File: src/sv/p8c_ram.sv
// ----------------------------------------------------------------------------
// p8c_ram
// generic single-write, single-read ram with registered, write-first read
// ----------------------------------------------------------------------------
module p8c_ram #(
  parameter int Width = 8,
  parameter int Depth = 256
) (
  input  logic                     clk,
  input  logic                     we,
  input  logic [$clog2(Depth)-1:0] waddr,
  input  logic [Width-1:0]         wdata,
  input  logic                     re,
  input  logic [$clog2(Depth)-1:0] raddr,
  output logic [Width-1:0]         rdata
);

  logic [Width-1:0] mem [Depth];

  always_ff @(posedge clk) begin
    if (we) begin
      mem[waddr] <= wdata;
    end
    if (re) begin
      // same-cycle write wins
      if (we && (waddr == raddr)) begin
        rdata <= wdata;
      end else begin
        rdata <= mem[raddr];
      end
    end
  end

endmodule

File: config.mk
export PLATFORM = sky130hd
export DESIGN_NAME = p8c_ram
export DESIGN_NICKNAME = d
export VERILOG_FILES = /design/src/sv/p8c_ram.sv
export SDC_FILE = /design/constraint.sdc
export NUM_CORES = 2
export LEC_CHECK = 0
export ABC_CLOCK_PERIOD_IN_PS = 6600
export BUFFER_PORTS_ARGS = -buffer_cell sky130_fd_sc_hd__buf_2
export CORE_MARGIN = 2
export CORE_UTILIZATION = 45
export DETAILED_ROUTE_END_ITERATION = 8
export PLACE_DENSITY_LB_ADDON = 0.1
export SYNTH_ARGS = -nofsm -noshare
export SYNTH_HDL_FRONTEND = slang
export SYNTH_SLANG_ARGS = --single-unit
File: constraint.sdc
create_clock -name clk -period 6.6 [get_ports clk]
set_input_delay 0.99 -clock clk [delete_from_list [all_inputs] [get_ports clk]]
set_output_delay 0.99 -clock clk [all_outputs]
set_load 0.1 [all_outputs]
==> impl_metrics.csv <==
group,metric,value,unit
global_routing,grt_max_degree,166,
die,die_y,425.2,um
placed_design,gp_congestion,0.8736,
global_routing,grt_overflow,0,
setup_path,r2r_cells,6,
sta,setup_tns,0,ns
die,die_width,425.2,um
synthesis,synth-edff-count,2056,
synthesis,ys_seq_area_frac,0.7734,
setup_path,cp.arrival,4.88,ns
route,drt_wl_total,212300,um
sta,tightest_slew,1.282,ns
route,wire_per_inst,32.12,um
power_and_ir_drop,leakage,27.89,nW
global_routing,grt_usage,0.2348,
clock_tree,cts_htree_levels,4,
sta,rsz0062_at_grt,"no",
sta,fmax,0.2327,GHz
clock_tree,root_buffer,"clkbuf_16",
worst_hold_path,min_from,"re",
die,pin_count,35,
route,vias,39883,
global_routing,antenna_found_initial,12,
cells_and_area,final_cell_mix,"edfxtp_1 (2056), mux4_2 (350), mux2i_1 (315), nor2_1 (291), clkbuf_16 (212)",
synthesis,synth_top_area_frac,0.7734,
power_and_ir_drop,power_density,305.3,mW/mm^2
clock_tree,clk_pin_slew_worst_paths,0.07,ns
die,start_util,0.4533,
route,drc,0,
cells_and_area,layout-drive-gt1-share,0.1796,
setup_path,r2r_start,"mem[183][5]",
cells_and_area,design_area,0.08926,sq mm
clock_tree,post_cts_buffers,0,
die,dieArea,0.1808,sq mm
clock_tree,cts_tree,"built",
synthesis,yosys_warnings,0,
cells_and_area,final_common_cell,"edfxtp_1",
synthesis,netlist_area,0.07983,sq mm
cells_and_area,syn_to_final_growth,11.80,%
worst_hold_path,whs_endpoint,"rdata[5]",
clock_tree,cts_sinks,2056,
route,routed_via_density,6.036,
cells_and_area,final_util,0.5068,
synthesis,synth_area_leaders,"edfxtp_1 (77%), mux4_2 (9.9%), mux2i_1 (3.9%), nor2_1 (1.4%), a22oi_1 (0.92%)",
clock_tree,cts_resized,0,
synthesis,syn_nets,4034,
route,ant_nets,0,
sta,finalHoldViolCount,0,
die,rows,154,
worst_hold_path,holdPathStages,1,
job,maxCapViolCount,0,
sta,setup_viol,0,
die,core,0.1761,sq mm
sta,min_period,4.298,ns
placed_design,hpwl,127400,um
clock_tree,cts_hold_buf,0,
synthesis,yosys_register_bits,2056,
synthesis,synth_cells,4007,
cells_and_area,nets,4111,
clock_tree,cts_buffers,211,
setup_path,regToRegEndpoint,"rdata[5]",
setup_path,cp_max_fo,72,
setup_path,crit_type,"in2reg",
outcome,outcome,"finished, final reports clean",
sta,fin_crit_sh,0.6512,
route,first_pass_iters,7,
global_routing,grt_first_pass_wirelength,301100,um
sta,fin_skew,0.03340,ns
clock_tree,cts_buffer_depth,3,
synthesis,synth_cell_types,47,
clock_tree,clock_latency,0.86,ns
synthesis,synthArstFlopShare,0,
route,drt_iter0_markers,4864,
setup_path,end_kind,"flip-flop",
synthesis,synth_top_cell_by_area,"edfxtp_1",
worst_hold_path,hp-class,"in2reg",
placed_design,portBuffers,34,
setup_path,start_kind,"input port",
synthesis,syn_avg_cell_area,19.92,sq um
setup_path,cp.required,7.18,ns
setup_path,r2r_slack,3.38,ns
placed_design,postPlaceCellArea,0.08267,sq mm
global_routing,grt_pass1_vias,39467,
power_and_ir_drop,peakVddDrop,0.2616,mV
sta,maxSlewHeadroom,0.1423,
synthesis,ys.flop_type,"edfxtp_1",
sta,drv_slew,0,
metrics by stage:
step / power, mW / hold WS, ns / instances / setup WS [ns]
finish: 27.25 / 0.5206 / 6608 / 2.302
global route: 27.94 / 0.4824 / 6606 / 2.219
CTS: 27.43 / 0.4584 / 6605 / 2.482
detailed placement: 16.07 / 1.151 / 6211 / 1.572
global placement: 16.06 / 1.151 / 6211 / 1.674
floorplan: 15.41 / 0.9234 / 4007 / 3.195
registers in the layout, summed over array words and instances, names as in the netlist:
name	cells
rdata	8
mem	2048
how the worst max path moves through the flow:
stage          startpoint       end  slack (ns)  cells after the start
6_report         raddr[1]  rdata[3]        2.30                      8
5_1_grt          raddr[1]  rdata[3]        2.22                      8
4_1_cts          raddr[1]  rdata[3]        2.48                      8
3_5_place_dp     raddr[1]  rdata[3]        1.57                      8
3_3_place_gp     raddr[1]  rdata[5]        1.67                      8
2_1_floorplan    raddr[1]  rdata[4]        3.19                      9
per-layer routing:
layer	part of all wire	wire length, um	track usage	vias to the layer above
li1	-	-	-	16790
met1	0.44	92960	0.3465	21245
met2	0.47	98970	0.3619	1542
met3	0.070	14760	0.04223	306
met4	0.026	5571	0.06324	0
met5	0	0	0	-
power by group:
group	internal (mW)	switching, mW
clock	6.42	5.04
sequential	14.4	0.0145
combinational	0.407	0.957
total	21.2	6.01
worst max-delay path, cell delays in order:
cell and delay (ns):
buf_8 0.45, or2_4 0.93, o22ai_1 0.21, a211oi_1 0.43, nor3_1 0.15, or4_1 0.69, a2111oi_0 0.69, a21oi_1 0.14
area by class of cell:
| cell class | count | area, sq um |
|---|---|---|
| fill | 14209 | 86860 |
| sequential | 2056 | 61740 |
| multi-input combinational | 1694 | 16870 |
| clock buffer | 262 | 5493 |
| tap | 2340 | 2928 |
| timing repair buffer | 114 | 1112 |
| clock inverter | 132 | 1082 |
| inverter | 7 | 26.28 |
| antenna | 3 | 7.507 |
cell usage after synthesis, types with 42 or more instances:
master / instances
clkbuf_1: 126
mux2i_1: 315
a221oi_1: 59
a211oi_1: 43
edfxtp_1: 2056
nor2_1: 295
nand2_1: 79
o21ai_0: 62
mux4_2: 350
buf_4: 42
o22ai_1: 65
a21oi_1: 71
buf_2: 51
a22oi_1: 98
kinds of logic (layout without fill, tap and decap cells):
logic type | Yosys count | in the layout | share of synthesized area
buffers and inverters | 257 | 515 | 0.01589
XOR/XNOR | 8 | 8 | 0.0008777
AND/OR/NAND/NOR | 541 | 541 | 0.02970
multiplexers | 665 | 665 | 0.1382
AO/OA/AOI/OAI | 480 | 480 | 0.04194
flip-flops | 2056 | 2056 | 0.7734
other | 0 | 3 | 0
No activity file was read; power rests on OpenSTA's default activity.
