==> src/sv/p8c_pkg.sv <==
// ----------------------------------------------------------------------------
// p8c_pkg
// shared types, opcodes, action codes and helpers of the 8-bit pipelined core
// ----------------------------------------------------------------------------
package p8c_pkg;

  localparam int DataW      = 8;
  localparam int RegW       = 4;
  localparam int RegCount   = 16;
  localparam int CntW       = 32;
  localparam int PendW      = 3;
  localparam int InstrDepth = 128;   // one bank of the instruction store
  localparam int DataDepth  = 256;
  localparam int RfPorts    = 4;
  localparam int NumCnt     = 10;

  localparam logic [PendW-1:0] PendMax = 3'd7;

  // action codes
  localparam logic [2:0] ACT_WR_INSTR = 3'd0;
  localparam logic [2:0] ACT_WR_DATA  = 3'd1;
  localparam logic [2:0] ACT_WR_REG   = 3'd2;
  localparam logic [2:0] ACT_TICK     = 3'd3;
  localparam logic [2:0] ACT_RD_DATA  = 3'd4;

  // opcodes
  localparam logic [3:0] OP_ADD  = 4'h0;
  localparam logic [3:0] OP_SUB  = 4'h1;
  localparam logic [3:0] OP_MUL  = 4'h2;
  localparam logic [3:0] OP_INC  = 4'h3;
  localparam logic [3:0] OP_AND  = 4'h4;
  localparam logic [3:0] OP_OR   = 4'h5;
  localparam logic [3:0] OP_XOR  = 4'h6;
  localparam logic [3:0] OP_NOT  = 4'h7;
  localparam logic [3:0] OP_SLL  = 4'h8;
  localparam logic [3:0] OP_SRL  = 4'h9;
  localparam logic [3:0] OP_LI   = 4'hA;
  localparam logic [3:0] OP_LD   = 4'hB;
  localparam logic [3:0] OP_ST   = 4'hC;
  localparam logic [3:0] OP_JMP  = 4'hD;
  localparam logic [3:0] OP_BEQZ = 4'hE;
  localparam logic [3:0] OP_HLT  = 4'hF;

  // counter slots
  localparam int K_INSTR   = 0;
  localparam int K_ARITH   = 1;
  localparam int K_LOGIC   = 2;
  localparam int K_SHIFT   = 3;
  localparam int K_MEMORY  = 4;
  localparam int K_IMM     = 5;
  localparam int K_CONTROL = 6;
  localparam int K_DSTALL  = 7;
  localparam int K_CSTALL  = 8;
  localparam int K_CYCLES  = 9;

  typedef struct packed {
    logic        valid;
    logic [15:0] bits;
  } slot_t;

  typedef struct packed {
    logic [DataW-1:0] value;
    logic             instr;
    logic             arith;
    logic             logic_op;
    logic             shift;
    logic             mem;
    logic             control;
    logic             pc_load;
    logic [DataW-1:0] pc_target;
  } alu_res_t;

  function automatic logic [CntW-1:0] sat_inc(input logic [CntW-1:0] cnt,
                                              input logic [1:0] inc);
    logic [CntW:0] sum;
    sum = {1'b0, cnt} + (CntW+1)'(inc);
    return sum[CntW] ? {CntW{1'b1}} : sum[CntW-1:0];
  endfunction

endpackage

==> src/sv/p8c_alu.sv <==
// ----------------------------------------------------------------------------
// p8c_alu
// execute stage: result value, branch target and instruction class
// ----------------------------------------------------------------------------
module p8c_alu import p8c_pkg::*; (
  input  logic [15:0]      bits,
  input  logic [DataW-1:0] va,
  input  logic [DataW-1:0] vb,
  input  logic [DataW-1:0] vc,
  input  logic [DataW-1:0] pc,
  output alu_res_t         res
);

  logic [3:0]   op;
  logic [3:0]   fa;
  logic [3:0]   fb;
  logic [3:0]   fc;
  logic [15:0]  prod;

  assign op   = bits[15:12];
  assign fa   = bits[11:8];
  assign fb   = bits[7:4];
  assign fc   = bits[3:0];
  assign prod = 16'(vb) * 16'(vc);

  always_comb begin
    res       = '0;
    res.instr = (op != OP_LI) && (op != OP_HLT);
    case (op)
      OP_ADD:  begin res.value = vb + vc;      res.arith = 1'b1; end
      OP_SUB:  begin res.value = vb - vc;      res.arith = 1'b1; end
      OP_MUL:  begin res.value = prod[7:0];    res.arith = 1'b1; end
      OP_INC:  begin res.value = va + 8'd1;    res.arith = 1'b1; end
      OP_AND:  begin res.value = vb & vc;      res.logic_op = 1'b1; end
      OP_OR:   begin res.value = vb | vc;      res.logic_op = 1'b1; end
      OP_XOR:  begin res.value = vb ^ vc;      res.logic_op = 1'b1; end
      OP_NOT:  begin res.value = ~vb;          res.logic_op = 1'b1; end
      OP_SLL:  begin res.value = vb << fc;     res.shift = 1'b1; end
      OP_SRL:  begin res.value = vb >> fc;     res.shift = 1'b1; end
      OP_LD, OP_ST: begin
        res.value = vb + {{4{fc[3]}}, fc};
        res.mem   = 1'b1;
      end
      OP_JMP: begin
        res.pc_load   = 1'b1;
        res.pc_target = pc + {fa[2:0], fb, 1'b0};
        res.control   = 1'b1;
      end
      OP_BEQZ: begin
        res.pc_load   = (va == '0);
        res.pc_target = pc + {bits[6:0], 1'b0};
        res.control   = 1'b1;
      end
      default: ;
    endcase
  end

endmodule

==> config.mk <==
export PLATFORM = sky130hd
export DESIGN_NAME = p8c_alu
export DESIGN_NICKNAME = d
export VERILOG_FILES = /design/src/sv/p8c_pkg.sv /design/src/sv/p8c_alu.sv
export SDC_FILE = /design/constraint.sdc
export NUM_CORES = 1
export LEC_CHECK = 0
export CAP_MARGIN = 25
export CORE_MARGIN = 5
export CORE_UTILIZATION = 62
export DETAILED_ROUTE_END_ITERATION = 12
export DONT_BUFFER_PORTS = 1
export PLACE_DENSITY = 0.81
export SYNTH_ARGS = -nofsm -noshare
export SYNTH_HDL_FRONTEND = slang
export SYNTH_SLANG_ARGS = --single-unit
==> constraint.sdc <==
create_clock -name vclk -period 6
set_clock_uncertainty 0.2 [all_clocks]
set_input_delay 1.2 -clock vclk [all_inputs]
set_output_delay 1.2 -clock vclk [all_outputs]
set_load 0.1 [all_outputs]
==> run metrics <==
outcome finished, violations left; violated checks negative setup slack; initial antenna violation count 0; setup violators final 1; Total Routing Usage GR 30.2%; critical path's top delay family adder cells; Leak about 1.7 nW; Largest stage delay, worst path 0.49 ns; Worst EP arrival ~4.8 ns; met1 Use GR between 30% and 40%; Mean Syn Cell Area about 7 µm²; largest net degree at the start of global routing 28; fin worst setup slack -0.154 ns; setup_tns -0.154 ns; sequential cell area 0 µm²; post-route ant nets 0; largest fanout on the critical path 6; GRT overflow 0; Synth-to-Final Area Change 21.5%; gate count after technology mapping about 450; via total after detailed routing 3563; worst path bufs/invs 4; Clk pwr share 0%; Placement Rows 26; n_diodes 0; post-place setup slack -0.203 ns; fin area between 3000 and 4000 µm²; Mapped Area 3160 µm²; # nets final about 590; WL per Instance 18.6 µm; synth warn 0; most frequent cells after synthesis 56 x inv_1, 54 x nor2_1, 49 x ha_1; Initial DRT Pass Iterations 5; Netlist cell types 57; sequential cell count 0; max-cap violations 0; Hold Crit Class in2out; P per Cell Area roughly 140 nW/µm²; top post-synthesis cells by area ha_1 19%, fa_1 8.9%, inv_1 6.7%; Die Ht between 80 and 90 µm; Sw Pwr 320 µW; final core utilization roughly 76%; clkbuf count 0; nature of the critical path startpoint primary input; initial core utilization between 60% and 70%; Slowest-stage cell, CP fa_1; port bufs 0; Tmin final 6.15 ns; chip width ~81 µm; max-slew violations 0; Hold Path Stages 1; top-area cell type share of the netlist area 19.4%; Seq pwr share 0%; combinational group share of total power 100.0%; io pins a little over 70; DR iter-0 viols 330; Post-Syn Nets between 500 and 600; FMAX about 160 MHz; Levels on crit path 16; Hold Vio Cnt, Final 0; core area roughly 5000 µm²; Final HPWL DP 8040 µm; most frequent cell after synthesis inv_1; final worst-path cycle share 103%; via/cell ratio roughly 6.5; Pint approximately 230 µW; Max rail drop VDD approximately 150 µV; Slew headroom about 29%; busiest grt layer met2; worst-path cell chain clkinvlp_4, nor2_2, ha_2, fa_1, ha_1, inv_1, fa_1, inv_2, fa_2, a21o_1, a21oi_4, xnor2_2, xnor2_2, a2111oi_4, o21ai_4, buf_12; CP required approximately 4.6 ns; sequential fraction of the synthesis area 0%; GPL Wtd Cong approximately 0.92; RSZ-0062 raised after global routing true; Placed Area around 3700 µm²; DR DRC count 0; Sw Ratio roughly three fifths; M3 GR Usage roughly 4.3%; kind of critical path in2out; met2 usage a little over half; share of post-route cells with drive strength above 1 about 23%; first-pass GRT wire length 16000 µm; die area about 6600 µm²; worst-margin pin slew between 1 and 1.5 ns; vias in the first global route between 3000 and 4000; area leader, netlist ha_1; WL final a little over 10000 µm; crit path capture type output pin
cells by family after synthesis:
family / Yosys count / share of synthesized area [%]
fa+ha+maj: 63 / 28.3
simple gates: 150 / 22.2
xor+xnor: 31 / 9.07
compound gates: 111 / 22.5
buf+inv: 78 / 9.82
mux: 18 / 8.12
cell usage in the layout (no fill, tap or decap), drive strengths merged, types with 10 or more instances in the layout:
cell	netlist	final
nand2	33	33
nor2	54	54
fa	14	14
a21oi	31	31
inv	57	55
xnor2	21	21
nor3	15	15
xor2	10	10
nand3	11	11
ha	49	49
buf	12	42
o21ai	32	32
layer usage:
metal / wire (µm) / vias to the layer above
li1: - / 1627
met5: 0 / -
met1: 3810 / 1680
met2: 4990 / 212
met3: 947 / 44
met4: 404 / 0
stage by stage:
step	hold WS, ns	cells	power, mW
floorplan	2.31	451	0.399
global placement	2.38	543	0.505
detailed placement	2.38	544	0.521
CTS	2.38	544	0.526
global route	2.38	545	0.595
finish	2.38	545	0.549
final timing paths:
| check | start | endpoint |
|---|---|---|
| hold / removal | bits[13] | res[11] |
| setup / recovery | vb[1] | res[22] |
final cells by class:
cell class                      count  area [µm²]
Timing Repair Buffer               42         393
Fill cell                         367        1200
Inverter                           60         239
Tap cell                           70        87.6
Multi-Input combinational cell    373        3120
timing repair:
action                                  CTS  global route
endpoints found under the setup margin    1             4
hold endpoints to repair                  0             0
setup buffers                             0             1
resized for setup                         2            18
hold buffers                              0             0
pin swaps                                 1            18
power by group through the flow:
stage	Combinational [mW]	Clock, mW	Sequential [mW]
after floorplan	0.399	0	0
after global placement	0.505	0	0
after detailed placement	0.521	0	0
after CTS	0.526	0	0
after global routing	0.595	0	0
final	0.549	0	0
No activity file was read; power rests on OpenSTA's default activity.
